`src/hdl/fepp_pkg.sv`:
```
package fepp_pkg;

	// Fixed field widths
	localparam int SAMPLE_W   = 16;
	localparam int CV_W       = 16;
	localparam int DT_W       = 16;
	localparam int FB_W       = 16;
	// feedback_gain * 8 + feedback_cv, Q.15
	localparam int GAIN_W     = 20;
	// 2 * delay_time + delay_cv
	localparam int DSUM_W     = 19;
	localparam int CFG_IDX_W  = 2;
	localparam int CFG_DATA_W = 16;

	// Configuration register indexes
	typedef enum logic [CFG_IDX_W-1:0] {
		REG_DELAY_TIME    = 2'd0,
		REG_FEEDBACK_GAIN = 2'd1,
		REG_BOUNCE_MODE   = 2'd2
	} cfg_idx_t;

	// Register reset values: 0.75 of the buffer, gain 0.4
	localparam logic [DT_W-1:0] DELAY_TIME_RST    = 16'd24576;
	localparam logic [FB_W-1:0] FEEDBACK_GAIN_RST = 16'd1638;

	typedef struct packed {
		logic [DT_W-1:0] delay_time;
		logic [FB_W-1:0] feedback_gain;
		logic            bounce_mode;
	} cfg_t;

endpackage

```
`src/hdl/fepp_fifo.sv`:
```
module fepp_fifo #(
	parameter int W = 52
) (
	input  logic         clk,
	input  logic         arst_n,
	input  logic         in_valid,
	output logic         in_ready,
	input  logic [W-1:0] in_data,
	output logic         out_valid,
	input  logic         out_ready,
	output logic [W-1:0] out_data
);
	import fepp_pkg::*;

	logic [W-1:0] slot_q [2];
	logic         wp_q;
	logic         rp_q;
	logic [1:0]   cnt_q;
	logic         push;
	logic         pop;

	assign in_ready  = (cnt_q != 2'd2);
	assign out_valid = (cnt_q != 2'd0);
	assign out_data  = slot_q[rp_q];
	assign push      = in_valid && in_ready;
	assign pop       = out_valid && out_ready;

	// Pointers and fill count
	always_ff @(posedge clk or negedge arst_n) begin
		if (!arst_n) begin
			wp_q  <= 1'b0;
			rp_q  <= 1'b0;
			cnt_q <= 2'd0;
		end else begin
			if (push)
				wp_q <= !wp_q;
			if (pop)
				rp_q <= !rp_q;
			if (push && !pop)
				cnt_q <= cnt_q + 2'd1;
			else if (pop && !push)
				cnt_q <= cnt_q - 2'd1;
		end
	end

	// Storage
	always_ff @(posedge clk) begin
		if (push)
			slot_q[wp_q] <= in_data;
	end

endmodule

```
`config.mk`:
```
export PLATFORM = sky130hd
export DESIGN_NAME = fepp_fifo
export DESIGN_NICKNAME = d
export VERILOG_FILES = /design/src/hdl/fepp_pkg.sv /design/src/hdl/fepp_fifo.sv
export SDC_FILE = /design/constraint.sdc
export NUM_CORES = 1
export LEC_CHECK = 0
export ABC_AREA = 0
export BUFFER_PORTS_ARGS = -buffer_cell sky130_fd_sc_hd__buf_2
export CAP_MARGIN = 10
export CORE_MARGIN = 4
export CORE_UTILIZATION = 52
export CTS_CLUSTER_DIAMETER = 120
export CTS_CLUSTER_SIZE = 8
export DETAILED_ROUTE_END_ITERATION = 10
export PLACE_DENSITY = 0.86
export SYNTH_ARGS = -nofsm -noshare
export SYNTH_HDL_FRONTEND = slang
export SYNTH_SLANG_ARGS = --single-unit
```
`constraint.sdc`:
```
create_clock -name clk -period 4.7 [get_ports clk]
set_clock_uncertainty 0.05 [all_clocks]
set_input_delay 0.235 -clock clk [delete_from_list [all_inputs] [get_ports clk]]
set_output_delay 0.235 -clock clk [all_outputs]
set_load 0.05 [all_outputs]
```
==> reports/results.tsv <==
metric	value	unit
Hold Path Sink	slot_q[1][22]	
CTS clk-pin slew, worst paths	0.09	ns
Synth Area in XOR/XNOR	1.043	%
syn avg cell area	23.32	µm²
later-pin clock latency in the skew report	0.34	ns
metal2 WL	3786	µm
Final ANT Viol Nets	0	
critical path capture point type	primary output	
synth unique cells	15	
FF-to-FF End	slot_q[0][51]	
area leader, netlist	edfxtp_1	
Adder-Cell Fraction of Synth Area	0.2981	%
fin crit share	50.64	%
WHS	0.02523	ns
uppermost layer routed	met4	
core region area	0.007807	mm²
DR iter-0 viols	52	
worst-margin pin slew	0.9740	ns
share of cells above drive strength 1	55.59	%
Worst Setup Start Kind	flop	
Finished Layout Cells	424	
flop-to-flop setup slack	2.52	ns
worst-case clock buffer depth	2	
WHS Path Cells	1	
worst r2r path cells	4	
CTS Buf Count	9	
WL final	7013	µm
DP Cell Count	387	
final RePlAce weighted congestion	0.6898	
die footprint	0.009574	mm²
first-pass detailed-route iteration total	4	
Hold Crit Class	input pin to flop	
hold path start	in_data[22]	
Initial Utilization	53.77	%
DR vias/cell	4.877	
cells resized by post-CTS repair	0	
Layout area overhead	22.89	%
global-route wire length before repair	10620	µm
Slew Viols, Final	0	
Slew headroom	35.07	%
Synth Area in Simple Gates	0.8048	%
CP cell instances	mux2_2, buf_2	
status	complete, no violations	
Final Critical Period	2.380	ns
Final Setup Violations	0	
Final #Nets	374	
Ys Warns	0	
Hold-fix buffers, CTS	7	
sequential fraction of the synthesis area	76.78	%
Yosys top cell area share	74.40	%
Slowest cell on crit path	dfrtp_4	
H-tree depth	3	
pwr/cell area	690.0	mW/mm²
CTS tree	yes	
post-DP HPWL	4633	µm
post-synthesis compound-gate area fraction	0	%
top-level port count	110	
largest family of logic cells by synthesized area	multiplexers	
max-cap violation count	0	
drt drc	0	
# clock sinks	108	
VDD IR max	0.4182	mV
Die W	97.85	µm
top post-synthesis cells by area	edfxtp_1 74%, mux2_4 18%, buf_12 2.4%, dfrtp_1 2.4%, mux2_2 0.80%	
pin count of the biggest net entering global routing	54	
clock root buffer	clkbuf_8	
setup bufs post-CTS	0	
via count	2068	
worst r2r src	cnt_q[0]	
Setup CP Type	flop to primary output	
Worst EP arrival	2.09	ns
GRT Resource Usage Total	14.47	%
Placement Cell Area	0.004787	mm²
M1 wire length	2643	µm
cells after synthesis	180	
total grt overflow	0	
Inserted Diodes	0	
Mapped Nets	237	
Synth Cell Area	0.004198	mm²
Max stage delay on crit path	1.03	ns
RSZ-0062 raised after global routing	false	
Worst Path Required	4.41	ns
mux cell area share after synthesis	18.33	%
port bufs	109	
Rows	32	
DIE HEIGHT	97.85	µm
Detail Route met3 WL	539	µm
initial antenna violation count	0	
count of final hold-check violations	0	
FMAX	420.2	MHz
post-route cell area	0.005159	mm²
total chip power	0.003560	W
critical-path maximum fanout	53	
P_leak	2.082	nW
Final TNS setup	0	ns
family with the most delay on the worst path	flip-flops	
vias in the first global route	2198	
per-cell routed wire length	16.54	µm
Buf/Inv on CP	1	
Yosys reg bits	108	
## Yosys cell counts
master	instances
nand2_1	2
xor2_1	2
or2_1	1
inv_1	1
nand2b_1	1
ha_1	1
and3_1	1
xnor2_1	3
mux2_4	49
edfxtp_1	104
dfrtp_1	4
buf_6	1
buf_12	5
nor2_1	2
mux2_2	3
## routing by layer
metal	global-route usage, %	vias up
met3	4.214	6
met4	5.112	0
met5	0	-
met2	26.18	82
li1	-	972
met1	16.22	1008
## flip-flops by register name, indices dropped and copies added, names as in the netlist
signal	count
slot_q	104
cnt_q	2
rp_q	1
wp_q	1
## metrics by stage
stage | utilization [%] | worst slack (ns)
floorplan | - | 0.9371
global placement | 61.31 | 2.634
detailed placement | 61.31 | 2.502
CTS | 64.28 | 2.305
global route | 66.07 | 2.232
finish | 66.07 | 2.320
## cell type report
cell class              instances  area (µm²)
multi-input cells              65       868.3
repair buffers                132       770.7
fillers                       548        2649
well taps                     102       127.6
inverters                       1       3.754
clock inverters                 4       26.28
clock buffers                  12       135.1
flip-flops and latches        108        3227
## worst max path at each step
stage,slack (ns),from,to,cells past startpoint
after floorplan,0.94,cnt_q[0],slot_q[0][0],3
after global placement,2.63,cnt_q[0],slot_q[0][1],4
after detailed placement,2.50,cnt_q[0],slot_q[0][6],4
after CTS,2.31,rp_q,out_data[43],2
after global routing,2.23,rp_q,out_data[43],2
final,2.32,rp_q,out_data[43],2
## cells in the final DEF, fill, tap and decap left out, types with 2 or more instances in the layout
| master | instances |
|---|---|
| clkbuf_1 | 3 |
| dlygate4sd3_1 | 21 |
| buf_2 | 109 |
| mux2_4 | 49 |
| xor2_1 | 2 |
| nand2_1 | 2 |
| mux2_2 | 3 |
| dfrtp_1 | 3 |
| edfxtp_1 | 104 |
| clkbuf_8 | 9 |
| clkinv_2 | 2 |
| buf_4 | 2 |
| xnor2_1 | 3 |
## power breakdown
group / switching (W) / internal, W / leakage [nW] / total [W]
combinational: 0.00104 / 0.000545 / 0.989 / 0.00159
clock: 0.000277 / 0.000193 / 0.0803 / 0.000470
sequential: 0.000183 / 0.00132 / 1.01 / 0.00150
total: 0.00150 / 0.00206 / 2.08 / 0.00356
## worst reg2reg max path, cell delays in order, from the launching register on
cell and delay (ns):
dfrtp_1 0.42, nand2b_1 0.17, nand2_1 0.15, nor2_4 0.53, buf_4 0.50
## cell families (layout without fill, tap and decap cells)
family / count (synthesis) / in the layout
multiplexers: 52 / 52
flip-flops: 108 / 108
adder cells (fa/ha/maj): 1 / 1
XOR/XNOR: 5 / 5
AND/OR/NAND/NOR: 7 / 7
buffers and inverters: 7 / 149
Note: power is estimated with default switching activity, not from simulation.
