==> config.mk <==
export PLATFORM = sky130hd
export DESIGN_NAME = fepp_front_flat
export DESIGN_NICKNAME = d
export VERILOG_FILES = /design/src/hdl/fepp_pkg.sv /design/src/hdl/fepp_ifs.sv /design/src/hdl/fepp_front.sv /design/src/flat_wrapper.sv
export SDC_FILE = /design/constraint.sdc
export NUM_CORES = 1
export LEC_CHECK = 0
export BUFFER_PORTS_ARGS = -buffer_cell sky130_fd_sc_hd__buf_2
export CAP_MARGIN = 20
export CORE_MARGIN = 3
export CORE_UTILIZATION = 45
export DETAILED_ROUTE_END_ITERATION = 10
export GPL_TIMING_DRIVEN = 0
export PLACE_DENSITY_LB_ADDON = 0.05
export SLEW_MARGIN = 10
export SYNTH_ARGS = -nofsm -noshare
export SYNTH_HDL_FRONTEND = slang
export SYNTH_SLANG_ARGS = --single-unit
export TNS_END_PERCENT = 100
==> constraint.sdc <==
create_clock -name clk -period 2.45 [get_ports clk]
set_input_delay 0.3675 -clock clk [delete_from_list [all_inputs] [get_ports clk]]
set_output_delay 0.3675 -clock clk [all_outputs]
set_load 0.1 [all_outputs]
==> src/hdl/fepp_pkg.sv <==
package fepp_pkg;

	// Fixed field widths
	localparam int SAMPLE_W   = 16;
	localparam int CV_W       = 16;
	localparam int DT_W       = 16;
	localparam int FB_W       = 16;
	// feedback_gain * 8 + feedback_cv, Q.15
	localparam int GAIN_W     = 20;
	// 2 * delay_time + delay_cv
	localparam int DSUM_W     = 19;
	localparam int CFG_IDX_W  = 2;
	localparam int CFG_DATA_W = 16;

	// Configuration register indexes
	typedef enum logic [CFG_IDX_W-1:0] {
		REG_DELAY_TIME    = 2'd0,
		REG_FEEDBACK_GAIN = 2'd1,
		REG_BOUNCE_MODE   = 2'd2
	} cfg_idx_t;

	// Register reset values: 0.75 of the buffer, gain 0.4
	localparam logic [DT_W-1:0] DELAY_TIME_RST    = 16'd24576;
	localparam logic [FB_W-1:0] FEEDBACK_GAIN_RST = 16'd1638;

	typedef struct packed {
		logic [DT_W-1:0] delay_time;
		logic [FB_W-1:0] feedback_gain;
		logic            bounce_mode;
	} cfg_t;

endpackage

==> src/hdl/fepp_ifs.sv <==
interface fepp_in_if;
	import fepp_pkg::*;

	logic                       valid;
	logic                       ready;
	logic signed [SAMPLE_W-1:0] audio_in;
	logic signed [CV_W-1:0]     delay_cv;
	logic signed [CV_W-1:0]     feedback_cv;

	modport source (output valid, audio_in, delay_cv, feedback_cv, input ready);
	modport sink (input valid, audio_in, delay_cv, feedback_cv, output ready);
endinterface


==> src/hdl/fepp_front.sv <==
module fepp_front #(
	parameter int MAX_DELAY_SAMPLES = 65536,
	localparam int LW = $clog2(MAX_DELAY_SAMPLES),
	localparam int QW = fepp_pkg::SAMPLE_W + fepp_pkg::GAIN_W + LW
) (
	input  logic           clk,
	input  logic           arst_n,
	input  fepp_pkg::cfg_t cfg,
	input  logic           clearing,
	fepp_in_if.sink        din,
	output logic           q_valid,
	input  logic           q_ready,
	output logic [QW-1:0]  q_data
);
	import fepp_pkg::*;

	localparam int PW = DSUM_W + $clog2(MAX_DELAY_SAMPLES + 1) + 1;
	localparam logic signed [PW-1:0] SIZE_S  = PW'(MAX_DELAY_SAMPLES);
	localparam logic signed [PW-1:0] LEN_MAX = PW'(MAX_DELAY_SAMPLES - 1);
	localparam logic signed [PW-1:0] ONE_S   = PW'(1);

	logic                       valid_s1;
	logic signed [SAMPLE_W-1:0] sample_s1;
	logic signed [DSUM_W-1:0]   dsum_s1;
	logic signed [GAIN_W-1:0]   gain_s1;
	logic signed [DSUM_W-1:0]   dsum;
	logic signed [GAIN_W-1:0]   gain;
	logic signed [PW-1:0]       prod;
	logic signed [PW-1:0]       lenm1;
	logic [LW-1:0]              len;
	logic                       take;

	// Delay sum and effective gain from the incoming transaction
	assign dsum = $signed({2'b00, cfg.delay_time, 1'b0}) + DSUM_W'(din.delay_cv);
	assign gain = $signed({cfg.feedback_gain[FB_W-1], cfg.feedback_gain, 3'b000})
		+ GAIN_W'(din.feedback_cv);

	assign din.ready = !clearing && (!valid_s1 || q_ready);
	assign take      = din.valid && din.ready;

	always_ff @(posedge clk or negedge arst_n) begin
		if (!arst_n) begin
			valid_s1 <= 1'b0;
		end else if (take) begin
			valid_s1 <= 1'b1;
		end else if (q_ready) begin
			valid_s1 <= 1'b0;
		end
	end

	always_ff @(posedge clk) begin
		if (take) begin
			sample_s1 <= din.audio_in;
			dsum_s1   <= dsum;
			gain_s1   <= gain;
		end
	end

	// Delay length: floor(dsum * size / 65536) - 1, clamped to the buffer
	assign prod  = PW'(dsum_s1) * SIZE_S;
	assign lenm1 = (prod >>> 16) - ONE_S;

	always_comb begin
		if (lenm1 < 0)
			len = '0;
		else if (lenm1 > LEN_MAX)
			len = LW'(MAX_DELAY_SAMPLES - 1);
		else
			len = lenm1[LW-1:0];
	end

	assign q_valid = valid_s1;
	assign q_data  = {sample_s1, gain_s1, len};

endmodule

==> src/flat_wrapper.sv <==
// flat-port wrapper written by rule: the top's interface ports become plain ports
module fepp_front_flat import fepp_pkg::*;
#(
	parameter int MAX_DELAY_SAMPLES = 65536,
	localparam int LW = $clog2(MAX_DELAY_SAMPLES),
	localparam int QW = fepp_pkg::SAMPLE_W + fepp_pkg::GAIN_W + LW
)
  (clk, arst_n, cfg, clearing, q_valid, q_ready, q_data, din_valid, din_audio_in, din_delay_cv, din_feedback_cv, din_ready);
  fepp_in_if din_i ();
  input  logic clk;
  input  logic arst_n;
  input  fepp_pkg::cfg_t cfg;
  input  logic clearing;
  output logic q_valid;
  input  logic q_ready;
  output logic [QW-1:0] q_data;
  input wire logic [$bits(din_i.valid)-1:0] din_valid;
  input wire logic [$bits(din_i.audio_in)-1:0] din_audio_in;
  input wire logic [$bits(din_i.delay_cv)-1:0] din_delay_cv;
  input wire logic [$bits(din_i.feedback_cv)-1:0] din_feedback_cv;
  output wire logic [$bits(din_i.ready)-1:0] din_ready;
  assign din_i.valid = din_valid;
  assign din_i.audio_in = din_audio_in;
  assign din_i.delay_cv = din_delay_cv;
  assign din_i.feedback_cv = din_feedback_cv;
  assign din_ready = din_i.ready;
  fepp_front #(.MAX_DELAY_SAMPLES(MAX_DELAY_SAMPLES)) u_core (.clk(clk), .arst_n(arst_n), .cfg(cfg), .clearing(clearing), .din(din_i), .q_valid(q_valid), .q_ready(q_ready), .q_data(q_data));
endmodule
==> impl_summary.txt, run 1 <==
----------------------------------------------------
[Status]
  Outcome ... complete, but fails checks
  Violations in the final reports ... setup timing

[STA]
  Pins over their slew limit ... 0
  Final clock period utilization by the worst path ... 124.7%
  Final clock skew ... 0.009981 ns
  Final hold vios ... 0
  Setup repair after global routing missed its margin ... true
  Max-Slew Margin vs Limit ... 52.22%
  Tightest hold margin ... 0.2149 ns
  Post-layout minimum cycle time ... just over 3 ns
  Worst-margin pin slew ... 0.7112 ns
  Worst-case setup margin in the final layout ... -0.6041 ns
  Max Clock Freq ... 327.4 MHz
  Final setup vio count ... 16

[Synthesis]
  Syn nets ... 470
  Count of state elements after synthesis ... 56
  Share of the synthesized area in compound gates (AO/OA/AOI/OAI) ... 18.00%
  Post-synthesis sequential area ratio ... between 40% and 50%
  Area share of fa/ha/maj cells after synthesis ... 12.49%
  Share of flip-flops with an asynchronous set or reset after synthesis ... 1.786%
  Number of instances in the synthesized netlist ... around 350
  Cell Area, Synth ... 0.003726 sq mm
  Number of enable-type register cells in the synthesized netlist ... between 50 and 60
  Largest family of logic cells by synthesized area ... compound AO/OA/AOI/OAI gates
  Xor/xnor cell area share of the yosys netlist ... between 7 and 8%
  Predominant post-synthesis flop cell ... edfxtp_1
  Yosys warning total ... 0
  Average cell area after synthesis ... 10.71 sq um
  Post-synthesis mux area share ... 0.5373%
  Number of distinct library cells after synthesis ... 50
  Simple-gate share of the synthesized area ... 13.47%

[Route]
  Mean routed wirelength per cell ... 14.27 microns
  Vias per cell ... 5.233
  Number of remaining DRC errors ... 0
  Residual antenna-violating net count after detailed routing ... 0
  Initial DRC count ... 90
  Number of vias after detailed routing ... ~3200
  First-pass iteration count of the detailed router ... 4
  Post-detailed-routing wire length ... between 8000 and 9000 microns

[Job]
  Number of max-capacitance violations reported ... 0

[Place]
  Final GP Congestion ... 0.7904
  Count of port buffers added during placement ... 138
  Placed inst area ... 0.004740 sq mm
  Estimated wirelength of the detail-placed design ... between 6000 and 7000 microns
  Total instance count after detailed placement ... 588

[Finish]
  Fillcell total ... 633
  Number of standard cells in the layout, taps in and fillers out ... between 600 and 700
  Core occupancy in the finished layout ... 66.74%
  # diodes ... 0
  Post-route standard cell area excluding fillers ... 0.005264 sq mm
  Ratio of cells with drive above 1 in the final layout ... ~39%
  Combined flip-flop and latch cell area ... 0.001678 sq mm
  Synthesis-to-layout area growth ... 41.27%
  Final nets ... 629
  Area of the multi-input gates ... 0.002163 sq mm

[Global routing]
  Number of global-route vias before repair ... 3262
  Largest net degree at the start of global routing ... 57
  Global-route wire length before repair ... 14260 microns
  Antenna violations before repair ... 0
  GRT Total Usage ... 18.44%
  Overall overflow remaining after global route ... 0

[Hold path]
  Type of the most critical hold path ... in -> reg
  Critical hold path startpoint ... din_feedback_cv[2]

[Critical path]
  Worst R2R Start ... u_core.q_valid
  CP max-delay cell ... or4_4
  Crit path launch ... u_core.dsum_s1[0]
  Crit end category ... primary output
  Critical path's top delay family ... simple AND/OR/NAND/NOR gates
  Buf+Inv Stages, Crit Path ... 3
  Type of the worst setup path ... reg -> out
  Endpoint required time on the critical path ... around 2.1 ns
  Critical Path Fanout Max ... 5
  CP dominant cell by count ... buf_12
  Crit path cell chain ... or4_4 -> nor3_4 -> and3_4 -> nand3_4 -> a311oi_4 -> buf_6 -> buf_12 -> a21oi_4 -> buf_12
  Largest stage delay, worst path ... 0.55 ns
  Critical path startpoint category ... register
  Worst path arrival time ... 2.69 ns

[Clock network]
  Number of sinks driven by the clock tree ... 56
  TritonCTS clock tree ... built
  H-tree levels ... 2
  Clock Tree Buf Depth ... 2
  Root Driver ... clkbuf_8
  CTS buffer count ... 5
  Clock-pin transition on the worst setup and hold timing paths ... 0.11 ns
  Clock latency at the later pin of the worst-skew pair ... 0.31 ns

[Floorplan]
  Width of the die ... between 90 and 100 microns
  Initial core utilization ... 47.24%
  Area of the core ... 0.007888 sq mm
  Number of placed I/O pins ... 140
  Area of the die ... 0.009408 sq mm
  Die height ... approximately 97 microns
  Number of standard-cell rows in the floorplan ... 32

[Power and ir drop]
  Maximum vdd ir drop ... 309.4 uV
  Cell Pwr Density ... about 540 mW/mm^2
  Reported leakage power ... ~0.0022 uW

----------------------------------------------------
## stage by stage
stage               setup slack [ns]  TNS [ns]  power, uW
floorplan                    -0.4687    -7.032       2057
global placement             -0.8132    -11.70       2245
detailed placement           -0.8709    -12.57       2264
CTS                          -0.6421    -9.730       2882
global route                 -0.6865    -10.56       3018
finish                       -0.6041    -9.259       2863
## Yosys cell counts, types with 2 or more instances
master,count,share of area [%]
a211oi_1,4,0.81
xor2_1,9,2.1
o311ai_0,2,0.47
ha_1,34,11
o21ai_0,12,1.6
or4_1,2,0.40
and3_1,3,0.50
or4b_2,2,0.54
mux2i_1,2,0.54
nor4_1,5,0.84
o2111ai_1,3,0.71
nor2b_1,3,0.50
o31ai_1,4,0.81
fa_1,2,1.1
and2_1,4,0.67
o21bai_1,3,0.60
nor2_1,29,2.9
or4_4,2,0.60
edfxtp_1,55,44
clkbuf_1,2,0.20
a31oi_1,5,0.84
nand3_1,6,0.81
xnor2_1,22,5.2
o211ai_1,4,0.81
or2_2,2,0.34
nand2_1,16,1.6
a21oi_1,35,4.7
nor3_1,7,0.94
o21a_1,10,2.0
a21o_1,7,1.4
nand2b_1,4,0.67
o211a_1,2,0.54
o31a_1,3,0.71
inv_1,27,2.7
## sequential cells by signal, indices dropped and copies added, names as in the netlist
register and cells:
u_core.dsum_s1 19, u_core.gain_s1 20, u_core.sample_s1 16, u_core.q_valid 1
## per-layer routing
metal / vias up / routed length, microns / global-route usage (%) / part of all wire (%)
met4: 0 / 257 / 7.343 / 3.0
met5: - / 0 / 0 / 0
met1: 1456 / 3087 / 17.82 / 35
li1: 1626 / - / - / -
met3: 20 / 537 / 4.975 / 6.2
met2: 90 / 4823 / 36.31 / 55
## final timing paths
| kind | to | depth (start not counted) | slack (ns) |
|---|---|---|---|
| worst max-delay path | q_data[9] | 9 | -0.60 |
| worst min-delay path | u_core.gain_s1[2] | 1 | 0.21 |
| worst max register to register | u_core.dsum_s1[3] | 2 | 0.83 |
| worst min register to register | u_core.q_valid | 1 | 0.56 |
| max in group asynchronous | u_core.q_valid | 2 | 2.01 |
| min in group asynchronous | u_core.q_valid | 2 | 0.35 |
## cells by family (layout without fill, tap and decap cells)
kind of cell,after synthesis,count (layout)
compound gates,100,100
xor+xnor,31,31
fa+ha+maj,36,36
buf+inv,30,190
flops,56,56
mux,2,2
simple gates,93,93
## where the power goes
group          total (uW)  leakage, uW  internal [uW]  switching [uW]
clock                 508    0.0000445            204             304
combinational        1170      0.00167            397             777
sequential           1180     0.000523           1150            32.1
total                2860      0.00224           1750            1110
## final cells by class
cell class | instances | area share [%]
multi-input cells | 262 | 41.10
clock inverters | 3 | 0.4041
flip-flops and latches | 56 | 31.88
inverters | 27 | 1.925
well taps | 102 | 2.425
repair buffers | 152 | 20.25
clock buffers | 5 | 1.307
plain buffers | 3 | 0.7131
## repair_timing
item | 4_1_cts | 5_1_grt
hold buffers | 1 | 0
hold endpoints to repair | 1 | 0
cloned | 1 | 0
setup buffers | 13 | 0
pin swaps | 7 | 7
setup endpoints to repair | 16 | 17
gates resized for setup | 76 | 5
## cell usage in the layout, fill, tap and decap left out, types with 3 or more instances in the layout
master,instances
clkbuf_8,6
nor3_1,7
a21oi_1,20
o21bai_1,3
o21a_1,10
edfxtp_1,55
ha_1,34
inv_1,27
a31oi_1,3
xnor2_1,22
nor2_1,29
o31ai_1,4
nor2b_1,3
a21oi_4,15
o2111ai_1,3
o31a_1,3
a21o_1,7
a211oi_1,4
o21ai_0,11
buf_12,17
buf_2,122
o211ai_1,4
nor4_1,4
buf_4,10
xor2_1,9
and2_1,3
nand2_1,16
nand3_1,6
nand2b_1,4
(Power assumes the default switching activity.)
==> run 2, diff against run 1 <==
--- a/config.mk
+++ b/config.mk
@@ -7,8 +7,10 @@
 export LEC_CHECK = 0
 export BUFFER_PORTS_ARGS = -buffer_cell sky130_fd_sc_hd__buf_2
 export CAP_MARGIN = 20
+export CELL_PAD_IN_SITES_DETAIL_PLACEMENT = 0
+export CELL_PAD_IN_SITES_GLOBAL_PLACEMENT = 1
 export CORE_MARGIN = 3
-export CORE_UTILIZATION = 45
+export CORE_UTILIZATION = 34
 export DETAILED_ROUTE_END_ITERATION = 10
 export GPL_TIMING_DRIVEN = 0
 export PLACE_DENSITY_LB_ADDON = 0.05
@@ -16,4 +18,3 @@
 export SYNTH_ARGS = -nofsm -noshare
 export SYNTH_HDL_FRONTEND = slang
 export SYNTH_SLANG_ARGS = --single-unit
-export TNS_END_PERCENT = 100
==> impl_summary.txt, run 2 (synthesis results as in run 1) <==
----------------------------------------------------
[STA]
  Post-layout minimum cycle time ... about 3.1 ns
  Setup repair after global routing missed its margin ... true
  Final clock period utilization by the worst path ... 127.3%
  Worst-case setup margin in the final layout ... -0.6686 ns
  Final setup vio count ... 16
  Tightest hold margin ... roughly 0.22 ns
  Max Clock Freq ... 320.7 MHz
  Max-Slew Margin vs Limit ... 51.79%
  Final hold vios ... 0
  Final clock skew ... 0.01085 ns
  Pins over their slew limit ... 0
  Worst-margin pin slew ... 0.7231 ns

[Power and ir drop]
  Maximum vdd ir drop ... 265.7 uV
  Reported leakage power ... between 0.002 and 0.0025 uW
  Cell Pwr Density ... about 540 mW/mm^2
  Post-route total power ... 2848 uW

[Finish]
  Final nets ... 625
  Register with the most flip-flops ... u_core.gain_s1
  Registers with the highest flip-flop counts ... u_core.gain_s1: 20 flops, u_core.dsum_s1: 19 flops, u_core.sample_s1: 16 flops
  # diodes ... 0
  Ratio of cells with drive above 1 in the final layout ... a little under two fifths
  Most frequent standard cell in the layout excluding fill and tap cells ... buf_2
  Most frequent cells in the layout ... buf_2 (122), edfxtp_1 (55), ha_1 (34)
  Synthesis-to-layout area growth ... 40.87%
  Core occupancy in the finished layout ... 49.95%
  Max reg flops ... 20
  Fillcell total ... about 1000

[Floorplan]
  Area of the core ... around 0.011 sq mm
  Number of placed I/O pins ... between 100 and 150
  Die height ... 110.7 microns
  Number of standard-cell rows in the floorplan ... 37
  Area of the die ... 0.01225 sq mm
  Initial core utilization ... 35.46%
  Width of the die ... 110.7 microns

[Place]
  Estimated wirelength of the detail-placed design ... between 6000 and 7000 microns
  Count of port buffers added during placement ... 138
  Worst-case setup slack after placement ... -0.8849 ns
  Final GP Congestion ... 0.8149

[Route]
  Initial DRC count ... 70
  Number of remaining DRC errors ... 0
  First-pass iteration count of the detailed router ... 4
  Post-detailed-routing wire length ... 8594 microns
  Number of vias after detailed routing ... around 3100
  Vias per cell ... 4.817
  Mean routed wirelength per cell ... around 13 microns
  Residual antenna-violating net count after detailed routing ... 0

[Global routing]
  Number of global-route vias before repair ... 3100
  Global-route wire length before repair ... 14380 microns
  Antenna violations before repair ... 0
  GRT Total Usage ... 13.97%
  Largest net degree at the start of global routing ... 57
  Overall overflow remaining after global route ... 0

[Critical path]
  Critical Path Fanout Max ... 5
  Critical path startpoint category ... register
  Type of the worst setup path ... reg -> out
  Crit end category ... primary output
  Worst path arrival time ... ~2.8 ns
  Endpoint required time on the critical path ... 2.08 ns

[Clock network]
  Number of sinks driven by the clock tree ... 56
  Root Driver ... clkbuf_8
  Clock latency at the later pin of the worst-skew pair ... slightly above 0.3 ns
  Clock Tree Buf Depth ... 2
  CTS buffer count ... 5
  TritonCTS clock tree ... built
  H-tree levels ... 2
  Clock-pin transition on the worst setup and hold timing paths ... between 0.1 and 0.15 ns

[Status]
  Outcome ... complete, but fails checks
  Violations in the final reports ... setup timing

[Job]
  Number of max-capacitance violations reported ... 0

[Hold path]
  Type of the most critical hold path ... in -> reg

----------------------------------------------------
-- run 2: cell types whose count changed in the layout (fill, tap and decap cells not counted) --
cell     previous run  this run
buf_4              10         6
a21oi_2             0         2
a21oi_4            15        13
a41oi_1             0         1
a41oi_2             1         0
buf_12             17        16
buf_8               0         1
-- run 2: metal layers --
| metal | vias up | part of all wire (%) | GRT usage (%) |
|---|---|---|---|
| met5 | - | 0 | 0 |
| met1 | 1391 | 41 | 16.32 |
| met2 | 68 | 53 | 26.21 |
| met3 | 8 | 4.2 | 2.402 |
| li1 | 1616 | - | - |
| met4 | 0 | 1.5 | 3.695 |
-- run 2: critical path: stages (launching register included) --
cell      delay [ns]
edfxtp_1        0.42
or4_4           0.56
nor4_4          0.25
and3_4          0.26
nand3_4         0.08
a311oi_4        0.32
buf_6           0.17
buf_12          0.13
a21oi_4         0.06
buf_12          0.17
-- run 2: layout make-up --
class	count	area (sq um)	share of cell area (%)
Timing Repair Buffer	148	1031	19.64
Buffer	3	37.54	0.7151
Multi-Input combinational cell	262	2141	40.79
Clock buffer	5	68.82	1.311
Clock inverter	3	21.27	0.4052
Tap cell	136	170.2	3.242
Inverter	27	101.3	1.931
Sequential cell	56	1678	31.97
-- run 2: path summary, 6_finish.rpt --
path | slack [ns] | depth (start not counted) | startpoint | endpoint
min in group asynchronous | 0.38 | 2 | arst_n | u_core.q_valid
hold / removal | 0.22 | 1 | din_audio_in[6] | u_core.sample_s1[6]
hold reg to reg | 0.55 | 1 | u_core.q_valid | u_core.q_valid
setup / recovery | -0.67 | 9 | u_core.dsum_s1[7] | q_data[7]
max in group asynchronous | 1.98 | 2 | arst_n | u_core.q_valid
setup reg to reg | 0.84 | 2 | u_core.q_valid | u_core.gain_s1[3]
-- run 2: per-stage QoR --
step | cell area, sq um | std cells | TNS, ns
finish | 5249 | 640 | -10.18
global route | 5249 | 640 | -12.52
CTS | 5141 | 639 | -10.49
detailed placement | 4782 | 622 | -13.00
global placement | 4782 | 622 | -12.37
floorplan | 3921 | 348 | -7.032
-- run 2: report_power, final --
group	switching (uW)	leakage (uW)	total [uW]	internal [uW]
Combinational	768	0.00165	1160	389
Clock	303	0.0000445	507	204
Sequential	34.8	0.000523	1180	1150
Total	1110	0.00222	2850	1740
-- run 2: timing repair --
item	4_1_cts	5_1_grt
setup endpoints to repair	16	17
pin swaps	1	1
buffers inserted	7	1
hold buffers	1	0
hold endpoints to repair	1	0
resized for setup	50	24
cloned	1	0
